[config.mk]
export PLATFORM = sky130hd
export DESIGN_NAME = sfe_out
export DESIGN_NICKNAME = d
export VERILOG_FILES = /design/src/hw/rtl/sfe_out.sv
export SDC_FILE = /design/constraint.sdc
export NUM_CORES = 1
export LEC_CHECK = 0
export ABC_CLOCK_PERIOD_IN_PS = 2200
export BUFFER_PORTS_ARGS = -buffer_cell sky130_fd_sc_hd__buf_4
export CORE_ASPECT_RATIO = 1.1
export CORE_MARGIN = 8
export CORE_UTILIZATION = 40
export DETAILED_ROUTE_END_ITERATION = 7
export PLACE_DENSITY_LB_ADDON = 0.15
export SLEW_MARGIN = 20
export SYNTH_ARGS = -nofsm -noshare
export SYNTH_HDL_FRONTEND = slang
export SYNTH_SLANG_ARGS = --single-unit
[constraint.sdc]
create_clock -name clk -period 2.2 [get_ports clk]
set_input_delay 0.44 -clock clk [delete_from_list [all_inputs] [get_ports clk]]
set_output_delay 0.44 -clock clk [all_outputs]
set_load 0.005 [all_outputs]
[src/hw/rtl/sfe_out.sv]
// merge of the two lanes into the output register
module sfe_out #(
    parameter int SAMPLE_BITS = 16
) (
    input  logic                                   clk,
    input  logic                                   rst_n,
    input  logic                                   in_valid,
    input  logic [SAMPLE_BITS-1:0]                 in_left,
    input  logic [SAMPLE_BITS-1:0]                 in_right,
    input  logic                                   in_last,
    output logic                                   in_ready,
    output logic                                   m_axis_tvalid,
    input  logic                                   m_axis_tready,
    output logic [((2*SAMPLE_BITS+7)/8)*8-1:0]     m_axis_tdata,
    output logic                                   m_axis_tlast
);

    localparam int TDATA_W = ((2 * SAMPLE_BITS + 7) / 8) * 8;

    logic               valid_reg;
    logic               valid_next;
    logic [TDATA_W-1:0] data_reg;
    logic               last_reg;

    assign in_ready   = !valid_reg || m_axis_tready;
    assign valid_next = in_ready ? in_valid : valid_reg;

    always_ff @(posedge clk or negedge rst_n)
    begin
        if (!rst_n)
        begin
            valid_reg <= 1'b0;
        end
        else
        begin
            valid_reg <= valid_next;
        end
    end

    always_ff @(posedge clk)
    begin
        if (in_ready && in_valid)
        begin
            data_reg <= TDATA_W'({in_right, in_left});
            last_reg <= in_last;
        end
    end

    assign m_axis_tvalid = valid_reg;
    assign m_axis_tdata  = data_reg;
    assign m_axis_tlast  = last_reg;

endmodule

* Word level (Yosys, flattened, before mapping)
Index checks and enable logic that the tools add are counted.
** Storage, ports and cells
- Register bits :: 34
- Bits of input ports :: 37
** Cells by class
- Reduce and logical (&&, ||, !) cells :: 3
** Operator list (count)
- $logic_and A1 B1 Y1 :: 1
- $logic_not A1 Y1 :: 1
- $logic_or A1 B1 Y1 :: 1

* Logic depth before layout (Yosys ltp)
- Depth after elaboration :: 3
- Gate-level depth with buffers :: 2
- Mapped depth without buffers :: 2

* Worst setup path before layout
OpenSTA, ideal clock, no wires.
- Kind :: in2reg
- From :: in m_axis_tready
- To :: reg data_reg[0] (netlist: m_axis_tdata[0]) (enable)
- Library setup time :: 341 ps
- Arrival :: 898 ps
- Data required time :: 1859 ps
- Slack :: 961 ps
- Stages on the path :: 2
- Path buffers :: 0
- Path through :: nand2b_4 and2_4
** Between the ends
- Cells in the longest elaborated chain, start to end :: 2
** Ends and longest elaborated chain
- from (decl) :: line 13 : input logic m_axis_tready,
- $logic_or A1 B1 Y1 :: line 25 : assign in_ready = !valid_reg || m_axis_tready;
- $logic_and A1 B1 Y1 :: line 42 : if (in_ready && in_valid)
- to (signal assigned) :: line 44 : data_reg <= TDATA_W'({in_right, in_left});
- to (decl) :: line 22 : logic [TDATA_W-1:0] data_reg;
No other way between the ends.
A chain may end at the register's enable or synchronous reset.

* Worst setup path after layout
- From :: reg valid_reg (netlist: m_axis_tvalid)
- To :: out in_ready
** Between the ends
- Cells in the longest elaborated chain, start to end :: 2
** Ends and longest elaborated chain
- from (decl) :: line 20 : logic valid_reg;
- from (signal assigned) :: line 36 : valid_reg <= valid_next;
- $logic_not A1 Y1 :: line 25
- $logic_or A1 B1 Y1 :: line 25
- to (decl) :: line 11 : output logic in_ready,
No other way between the ends.

==> run metrics <==
Inserted Clock Buffers 5; vias per cell about 4.3; simple-gate portion of the synthesized area around 2.8%; asr flop ratio synth under 10%; Worst R2R Start m_axis_tvalid; row cnt 19; RSZ-0062 raised after global routing false; most frequent cell after synthesis edfxtp_1; first-pass GRT wire length between 3000 and 4000 um; Die X 64.7 um; min Tclk post-route about 1400 ps; Worst Max-Slew Pin Slew a little over 400 ps; Die H a little under 70 um; Iteration-0 DRC Markers 13; Worst Hold End m_axis_tdata[5]; max-cap viol count 0; Syn. warnings 0; grt ovf 0; Pwr Total between 0.001 and 0.0015 W; largest net degree at the start of global routing 34; final net count between 150 and 200; final hold violation count 0; fillers 183; Worst R2R Setup Slack between 900 and 1000 ps; CP cell instances nand2b_4 > buf_4; Post-Syn Area around 0.0010 mm2; main combinational cell family by area after synthesis simple AND/OR/NAND/NOR gates; Area growth syn-to-layout 61.3%; Commonest cells post-synth edfxtp_1 (33), and2_4 (1), dfrtp_1 (1), nand2b_1 (1), nand2b_4 (1); crit path capture type primary output; share of post-route cells with drive strength above 1 ~68%; Post-CTS Setup Bufs 0; Final ANT Viol Nets 0; Synth Instances 37; drt first pass iters 4; crit-path max FO 3; status finished, final reports clean; FMAX around 730 MHz; Post-synth EDFFs 33; Setup TNS 0 ps; clock tree from TritonCTS done; final wirelength 2210 um; Crit path required time roughly 1800 ps; share of the synthesized area in the top cell type a little over nine tenths; vias in the first global route a little over 700; peak supply drop about 0.64 mV; post-synthesis mux area share 0%; H-tree levels 2; power per cell area between 700 and 800 mW/mm2; Setup CP Type register to primary output; # port buffers 71; DIE AREA around 0.0045 mm2; Wirelength per Cell 14.9 um; Largest stage delay, worst path just over 400 ps; Slew Limit Fails 0; Worst Skew 7.78 ps; clock root buffer master clkbuf_4; Clock Pin Slew Worst Setup and Hold Paths ~100 ps; top_reg_cell synth edfxtp_1; Avg Cell Area, Syn roughly 28 um2; hold_sp in_left[5]; Worst Path Arrival approximately 920 ps; Critical R2R Capture m_axis_tdata[22]; CTS Sinks 34; FF+latch count, synth 34; Lkg Pwr 0.718 nW; Unique masters post-synth 5; I/O pin cnt a little over 70; R2R cell count 2; initial antenna violation count 0; DRC Markers 0; Synth Area in Compound Gates 0%; diode count 0; Starting Density a little over two fifths; worst hold path depth 1; Longest Clk Path Bufs 2; Tcrit/Tclk final about three fifths; Yosys top cell by area edfxtp_1; post-synthesis xor/xnor area fraction 0%; CORE AREA between 0.002 and 0.0025 mm2; Startpoint Class register; GPL Wtd Cong a little under 0.7; Multi-input gate area 28.8 um2; Worst slew margin approximately 73%; gr usage total between 10% and 20%; Skew-Pair Late Insertion Delay 320 ps; via count between 600 and 700; Post-Synth Adder-Cell Area 0%; FF/Latch Area 0.00102 mm2; hold_ws between 200 and 300 ps; total placed cells including tap cells 139; post-synthesis sequential area ratio ~100%; ranking of synthesized cells by area edfxtp_1 (95%), dfrtp_1 (2.4%), nand2b_4 (1.3%); net count after synthesis between 70 and 80; HP Class primary input to register; Slowest cell on crit path dfrtp_1; fin cells 148; final setup fails 0
==> flip-flops by register name, indices dropped and copies added, names as in the netlist <==
register / flops
m_axis_tlast: 1
m_axis_tvalid: 1
m_axis_tdata: 32
==> logic make-up (layout without fill, tap and decap cells) <==
| kind of cell | after synthesis | in the layout |
|---|---|---|
| AND/OR/NAND/NOR | 3 | 3 |
| flip-flops | 34 | 34 |
| buffers and inverters | 0 | 80 |
==> layout by cell type (no fill, tap or decap) <==
cell	instances
dlygate4sd3_1	1
dfrtp_1	1
nand2b_4	1
nand2b_1	1
clkbuf_4	5
edfxtp_1	33
clkbuf_1	2
clkbuf_8	1
buf_4	71
and2_4	1
==> routing by layer <==
layer / global-route usage, % / vias up / wire [um]
met4: 5.10 / 0 / 43
met1: 8.77 / 279 / 727
met3: 7.27 / 4 / 282
li1: - / 303 / -
met5: 0 / - / 0
met2: 17.0 / 44 / 1150
==> worst max path at each step <==
stage,startpoint,to,slack [ps],cells after the start
6_report,m_axis_tvalid,in_ready,840,2
5_1_grt,m_axis_tvalid,in_ready,780,2
4_1_cts,m_axis_tvalid,in_ready,810,2
3_5_place_dp,m_axis_tready,m_axis_tdata[0],790,3
3_3_place_gp,m_axis_tready,m_axis_tdata[1],810,3
2_1_floorplan,m_axis_tready,m_axis_tdata[0],960,2
==> power by group <==
group	internal, W	switching [W]
registers	0.000753	0.00000971
clock network	0.000157	0.000180
logic	0.0000835	0.0000422
==> per-stage QoR <==
| step | worst slack, ps | instance area, um2 | utilization (%) |
|---|---|---|---|
| global placement | 813 | 1620 | 64.8 |
| global route | 781 | 1690 | 67.5 |
| detailed placement | 789 | 1620 | 64.8 |
| CTS | 809 | 1690 | 67.5 |
| finish | 838 | 1690 | 67.5 |
| floorplan | 961 | 1040 | - |
==> layout make-up <==
class,count,area share [%]
multi-input cells,3,1.71
repair buffers,72,32.2
flip-flops and latches,34,60.3
clock buffers,8,3.49
well taps,31,2.30
==> what timing repair did <==
| action | 4_1_cts | 5_1_grt |
|---|---|---|
| hold endpoints to repair | 1 | 0 |
| hold buffers | 1 | 0 |
| resized for setup | 0 | 0 |
==> worst max-delay path, delay by kind of cell (launching register included) <==
family / cells / cell delay (ps)
buf+inv: 1 / 100
flops: 1 / 410
simple gates: 1 / 80
No activity file was read; power rests on OpenSTA's default activity.
