[config.mk]
export PLATFORM = sky130hd
export DESIGN_NAME = sfe_lane
export DESIGN_NICKNAME = d
export VERILOG_FILES = /design/src/hw/rtl/sfe_pkg.sv /design/src/hw/rtl/sfe_lane.sv
export SDC_FILE = /design/constraint.sdc
export NUM_CORES = 1
export LEC_CHECK = 0
export ABC_AREA = 1
export BUFFER_PORTS_ARGS = -buffer_cell sky130_fd_sc_hd__buf_2
export CAP_MARGIN = 20
export CORE_MARGIN = 5
export CORE_UTILIZATION = 65
export DETAILED_ROUTE_END_ITERATION = 6
export GPL_ROUTABILITY_DRIVEN = 0
export GPL_TIMING_DRIVEN = 0
export PLACE_DENSITY = 0.84
export SLEW_MARGIN = 30
export SYNTH_ARGS = -nofsm -noshare
export SYNTH_HDL_FRONTEND = slang
export SYNTH_SLANG_ARGS = --single-unit
export TNS_END_PERCENT = 20
[constraint.sdc]
create_clock -name clk -period 8.9 [get_ports clk]
set_input_delay 1.78 -clock clk [delete_from_list [all_inputs] [get_ports clk]]
set_output_delay 1.78 -clock clk [all_outputs]
set_load 0.005 [all_outputs]
[src/hw/rtl/sfe_pkg.sv]
// shared types and constants of the stereo feedback echo
package sfe_pkg;

    localparam int GAIN_W     = 17;
    localparam int DELAY_W    = 16;
    localparam int CFG_IDX_W  = 2;
    localparam int CFG_DATA_W = 17;
    localparam int CMP_W      = 17;
    localparam int SCALE      = 16;

    localparam logic [CFG_IDX_W-1:0] REG_DELAY = 2'd0;
    localparam logic [CFG_IDX_W-1:0] REG_GAIN  = 2'd1;

    localparam logic [DELAY_W-1:0] DELAY_RESET = 16'd4800;
    localparam logic [GAIN_W-1:0]  GAIN_RESET  = 17'd13107;
    localparam logic [GAIN_W-1:0]  GAIN_ONE    = 17'h10000;
    localparam logic [CMP_W-1:0]   LEN_MIN     = 17'd1;

    typedef struct packed {
        logic s1_load;
        logic s2_load;
        logic lw_load;
        logic s2_hit;
        logic lw_hit;
        logic written;
    } lane_ctrl_t;

endpackage

[src/hw/rtl/sfe_lane.sv]
// one channel lane: echo tap select, gain multiply, round and saturate
module sfe_lane #(
    parameter int SAMPLE_BITS = 16
) (
    input  logic                              clk,
    input  sfe_pkg::lane_ctrl_t               ctrl,
    input  logic [sfe_pkg::GAIN_W-1:0]        gain,
    input  logic signed [SAMPLE_BITS-1:0]     x_in,
    input  logic signed [SAMPLE_BITS-1:0]     rd_data,
    output logic signed [SAMPLE_BITS-1:0]     y
);

    localparam int PROD_W = SAMPLE_BITS + sfe_pkg::GAIN_W + 1;
    localparam int SUM_W  = SAMPLE_BITS + 2;
    localparam logic signed [PROD_W-1:0] HALF = PROD_W'(1) <<< (sfe_pkg::SCALE - 1);
    localparam logic signed [SAMPLE_BITS-1:0] SMAX = {1'b0, {(SAMPLE_BITS-1){1'b1}}};
    localparam logic signed [SAMPLE_BITS-1:0] SMIN = {1'b1, {(SAMPLE_BITS-1){1'b0}}};

    logic signed [SAMPLE_BITS-1:0] x1_reg;
    logic signed [SAMPLE_BITS-1:0] x2_reg;
    logic signed [SAMPLE_BITS-1:0] lw_reg;
    logic signed [SAMPLE_BITS-1:0] stored;
    logic signed [PROD_W-1:0]      prod_reg;
    logic signed [PROD_W-1:0]      prod_next;
    logic signed [PROD_W-1:0]      rounded;
    logic signed [SUM_W-1:0]       term;
    logic signed [SUM_W-1:0]       sum;

    // forward words that are not in the ram yet
    always_comb
    begin
        priority if (ctrl.s2_hit)
            stored = y;
        else if (ctrl.lw_hit)
            stored = lw_reg;
        else if (ctrl.written)
            stored = rd_data;
        else
            stored = '0;
    end

    assign prod_next = stored * $signed({1'b0, gain});

    always_ff @(posedge clk)
    begin
        if (ctrl.s1_load)
        begin
            x1_reg <= x_in;
        end
        if (ctrl.s2_load)
        begin
            x2_reg   <= x1_reg;
            prod_reg <= prod_next;
        end
        if (ctrl.lw_load)
        begin
            lw_reg <= y;
        end
    end

    // round to nearest, ties up
    assign rounded = prod_reg + HALF;
    assign term    = rounded[PROD_W-1:sfe_pkg::SCALE];
    assign sum     = {{2{x2_reg[SAMPLE_BITS-1]}}, x2_reg} + term;

    always_comb
    begin
        if (sum[SUM_W-1:SAMPLE_BITS-1] == '0 || sum[SUM_W-1:SAMPLE_BITS-1] == '1)
            y = sum[SAMPLE_BITS-1:0];
        else if (sum[SUM_W-1])
            y = SMIN;
        else
            y = SMAX;
    end

endmodule

# [Yosys cells after proc, flatten, opt, wreduce, memory -nomap -nowiden]
# Index checks and enable logic that the tools add are counted.
[word_totals] register_bits=82 latch_bits=0 mem_bits_rw=0 mem_bits_ro=0 out_inout_bits=16 elab_cells=15 mem_count=0
[op_classes] addsub=2 mul=1 div=0 n_lt_le_gt_ge=0 eq_ne=1 n_shift=0 muxes=5 bitwise=0 n_reduce_logical=2
[op_table] operator="16-bit 2-to-1 mux" count=5
[op_table] operator="34-bit by 17-bit adder with 34-bit output (second input constant)" count=1
[op_table] operator="16-bit by 18-bit multiplier with 34-bit output" count=1
[op_table] operator="18-bit adder" count=1
[op_table] operator="3-bit == test (second input constant)" count=1
[op_table] operator="3-bit zero test" count=1
[op_table] operator="1-bit logical OR" count=1

# [Logic depth before layout (Yosys ltp)]
[logic_depth] ltp_word=7 depth_mapped=48 mapped_depth_nobuf=46

# [Worst setup path after synthesis]
# No wires, ideal clock.
[synth_timing] kind="reg2reg" from="reg prod_reg[17]" to="reg prod_reg[27], data pin" setup_ns=0.252 t_arrival_ns=7.872 t_required_ns=8.648 path_slack_ns=0.775 stages_incl_launch_ff=44 path_buffers=2 synth_period_minus_slack_ns=8.125 cell_sequence="edfxtp_1 nand3_1 nor2_1 nand4_1 nor2_1 nand2_1 nor3_1 nand2_1 xnor2_1 ha_1 a21oi_1 o21ai_0 a21oi_1 nand2_1 nand2_1 nand2_4 inv_2 nand2_4 [... 8 more ...] inv_1 fa_1 fa_1 inv_1 fa_1 fa_1 inv_1 fa_1 inv_1 ha_1 a21oi_1 o21ai_0 a21oi_1 nor2_1 a211oi_1 nand2_1 nand2_1 nand2_1"
[synth_via] elab_chain_cells=7 word_cells_on_any_way=9
[synth_rtl] element="start, declared" line_no="sfe_lane.sv:23" text="logic signed [PROD_W-1:0] prod_reg;"
[synth_rtl] element="start signal, assigned" line_no="sfe_lane.sv:53" text="prod_reg <= prod_next;"
[synth_rtl] element="34-bit by 17-bit adder with 34-bit output (*)" line_no="sfe_lane.sv:62" text="assign rounded = prod_reg + HALF;"
[synth_rtl] element="18-bit adder (*)" line_no="sfe_lane.sv:64" text="assign sum = {{2{x2_reg[SAMPLE_BITS-1]}}, x2_reg} + term;"
[synth_rtl] element="3-bit == test or 3-bit zero test (tied branches)" line_no="sfe_lane.sv:68" text="if (sum[SUM_W-1:SAMPLE_BITS-1] == '0 || sum[SUM_W-1:SAMPLE_BITS-1] == '1)"
[synth_rtl] element="1-bit logical OR" line_no="sfe_lane.sv:68"
[synth_rtl] element="16-bit 2-to-1 mux (*)" line_no="sfe_lane.sv:68"
[synth_rtl] element="net y[15]" line_no="sfe_lane.sv:10" text="output logic signed [SAMPLE_BITS-1:0] y"
[synth_rtl] element="16-bit 2-to-1 mux (*)" line_no="sfe_lane.sv:32" text="priority if (ctrl.s2_hit)"
[synth_rtl] element="16-bit by 18-bit multiplier with 34-bit output (*)" line_no="sfe_lane.sv:42" text="assign prod_next = stored * $signed({1'b0, gain});"
[synth_rtl] element="net prod_next[27]" line_no="sfe_lane.sv:24" text="logic signed [PROD_W-1:0] prod_next;"
# The timed path passes the listed nets; every way through them passes the cells marked *.
# A chain may end at the register's enable or synchronous reset.

# [Final worst setup path]
[layout_timing] from="reg prod_reg[17]" to="reg prod_reg[32], data pin"
[layout_via] elab_chain_cells=7 word_cells_on_any_way=9
[layout_rtl] element="34-bit by 17-bit adder with 34-bit output (*)" line_no="sfe_lane.sv:62"
[layout_rtl] element="18-bit adder (*)" line_no="sfe_lane.sv:64"
[layout_rtl] element="3-bit == test or 3-bit zero test (tied branches)" line_no="sfe_lane.sv:68"
[layout_rtl] element="1-bit logical OR" line_no="sfe_lane.sv:68"
[layout_rtl] element="16-bit 2-to-1 mux (*)" line_no="sfe_lane.sv:68"
[layout_rtl] element="16-bit 2-to-1 mux (*)" line_no="sfe_lane.sv:32"
[layout_rtl] element="16-bit by 18-bit multiplier with 34-bit output (*)" line_no="sfe_lane.sv:42"
[layout_rtl] element="net prod_next[32]" line_no="sfe_lane.sv:24"
# Marked as above.

==> flow_summary.json <==
{
  "hp-class": "reg2reg",
  "grt_antenna_before_repair": 1,
  "cp.required_ns": 8.98,
  "globalRouteTotalUtil": 0.2892,
  "ys_warn_count": 0,
  "syn_to_final_growth_pct": 13.89,
  "rows": 52,
  "setup_viol": 0,
  "num_antenna_cells": 0,
  "tns_ns": 0,
  "cp-end-kind": "register",
  "grt_pass1_wl_microns": 54160,
  "hold_slack_ns": 0.4138,
  "dr.max_layer_used": "met5",
  "io_pins": 72,
  "cp_slowest_stage_delay_ns": 0.58,
  "initial_core_util": 0.6539,
  "vias_per_cell": 5.805,
  "nNetsFinal": 2125,
  "avgRoutedWirePerCell_microns": 18.05,
  "synthCells": 1607,
  "cp_max_fo": 7,
  "synth_area_sq_um": 13150,
  "cap_viol_max_count": 0,
  "drc": 4,
  "synth_top_cell_by_area": "fa_1",
  "drv_slew": 0,
  "critical_path_class": "reg2reg",
  "maxSlewHeadroom": 0.4835,
  "fp.dieH_microns": 152.2,
  "cp-start-kind": "register",
  "cts_buffer_depth": 2,
  "grt_pass1_vias": 11180,
  "rsz0062_at_grt": "yes",
  "firstDrtPassIters": 7,
  "syn_area_per_cell_sq_um": 8.181,
  "die_x_microns": 152.2,
  "wl_met1_microns": 12990,
  "skew_ns": 0.006175,
  "reg2reg_depth": 41,
  "vias": 11590,
  "wl_met3_microns": 3849,
  "core_sq_um": 20100,
  "dieArea_sq_um": 23170,
  "min_period_over_period": 0.9915,
  "fillers": 1341,
  "fmax_mhz": 113.3,
  "final_core_util": 0.7447,
  "synth.top_cell.area_share": 0.3167,
  "met2_wirelength_microns": 16940,
  "cts_tree": "done",
  "final_layout_size_suffix_gt1_frac": 0.1483,
  "ys_types": 40,
  "drtIter0Drc": 1204,
  "port_buffers": 63,
  "fin_crit_ns": 8.824,
  "tritoncts.num_buffers": 9,
  "synthesis.nets": 2011,
  "ant_nets": 0,
  "hpwl_microns": 27850,
  "violations": "DRC",
  "largest_reg_flops": 19,
  "grt_max_degree": 36,
  "yosysSeqAreaShare": 0.1530,
  "finalHoldViolCount": 0,
  "cts_root_buf": "clkbuf_16",
  "hold_depth": 0,
  "worst_pin_slew_ns": 0.7748,
  "seq_area_sq_um": 2012,
  "slowest_stage": "fa_1",
  "cts.sinks": 67,
  "synth_area_leaders": "fa_1, edfxtp_1, ha_1",
  "htree_levels": 3,
  "status": "finished with violations",
  "ctsHoldBuffers": 0,
  "clk_pin_slew_ns": 0.06,
  "wl_microns": 36020,
  "clock_latency_ns": 0.34,
  "crit_arrival_ns": 8.91,
  "grt_overflow": 0,
  "multiInputGateArea_sq_um": 10060,
  "ys_seq_elements": 67
}
placed cells by master (no fill, tap or decap), types with 29 or more instances in the layout:
master / netlist / routed
inv_1: 338 / 331
nand2_1: 315 / 305
fa_1: 208 / 205
nor2_1: 214 / 202
ha_1: 140 / 131
edfxtp_1: 67 / 67
buf_2: 9 / 63
a21oi_1: 80 / 55
buf_4: 1 / 40
nand3_1: 38 / 37
xor2_1: 29 / 29
metrics by stage:
stage	instances	area (sq um)	setup slack, ns
after floorplan	1607	13150	0.7755
after CTS	1958	14210	-0.02320
after detailed placement	1940	13800	-0.4862
final	1996	14970	0.07568
after global routing	1996	14970	-0.2063
after global placement	1940	13800	-0.3198
what timing repair did:
item                                    4_1_cts  5_1_grt
pin swaps                                     2       39
endpoints found under the setup margin       19       19
setup buffers                                 3       37
resized for setup                            27      120
cloned                                        0        1
synth_stat cells, drive strengths merged:
cell type and count:
clkbuf 13, o221a 1, nand3 43, nor4 1, nor3 12, a211oi 3
a41oi 1, fa 208, edfxtp 67, nand3b 1, buf 17, o21a 6
nand2 339, xor2 29, inv 345, a21oi 81, nand4 6, ha 140
a21boi 1, o21ai 24, o21bai 3, clkinv 12, xnor2 16, a21o 1
and3 1, nor2 218, or2 14, a31oi 4
path summary, 6_finish.rpt:
check                           endpoint  slack, ns                   start
setup / recovery  prod_reg[32]$_DFFE_PP_       0.08  prod_reg[17]$_DFFE_PP_
hold reg to reg      x2_reg[5]$_DFFE_PP_       0.41     x1_reg[5]$_DFFE_PP_
hold / removal       x2_reg[5]$_DFFE_PP_       0.41     x1_reg[5]$_DFFE_PP_
setup reg to reg  prod_reg[32]$_DFFE_PP_       0.08  prod_reg[17]$_DFFE_PP_
worst max-delay path, delay by kind of cell (launching register included):
kind / cells / cell delay [ns]
adder cells (fa/ha/maj): 8 / 3.58
flip-flops: 1 / 0.41
XOR/XNOR: 2 / 0.29
AO/OA/AOI/OAI: 6 / 1.11
AND/OR/NAND/NOR: 18 / 2.41
buffers and inverters: 7 / 0.72
cell families after synthesis:
kind of cell	share of synthesized area
AND/OR/NAND/NOR	0.2028
buffers and inverters	0.1125
adder cells (fa/ha/maj)	0.4500
AO/OA/AOI/OAI	0.05168
flip-flops	0.1530
XOR/XNOR	0.02998
per-layer routing:
layer	track usage	up-vias
met3	0.07015	179
met4	0.1250	2
met2	0.4674	718
li1	-	5118
met1	0.3748	5569
met5	0	-
layout make-up:
class                      count  share of cell area
multi-input combinational   1153              0.6722
sequential                    67              0.1344
inverter                     357             0.09209
timing repair buffer         104             0.04362
tap                          270             0.02256
clock buffer                  10             0.01529
buffer                        29             0.01446
clock inverter                 6            0.005348
Power is left out: the tool's default activity adds up to more than one toggle a clock period on the data nets, which glitch-free logic cannot reach.
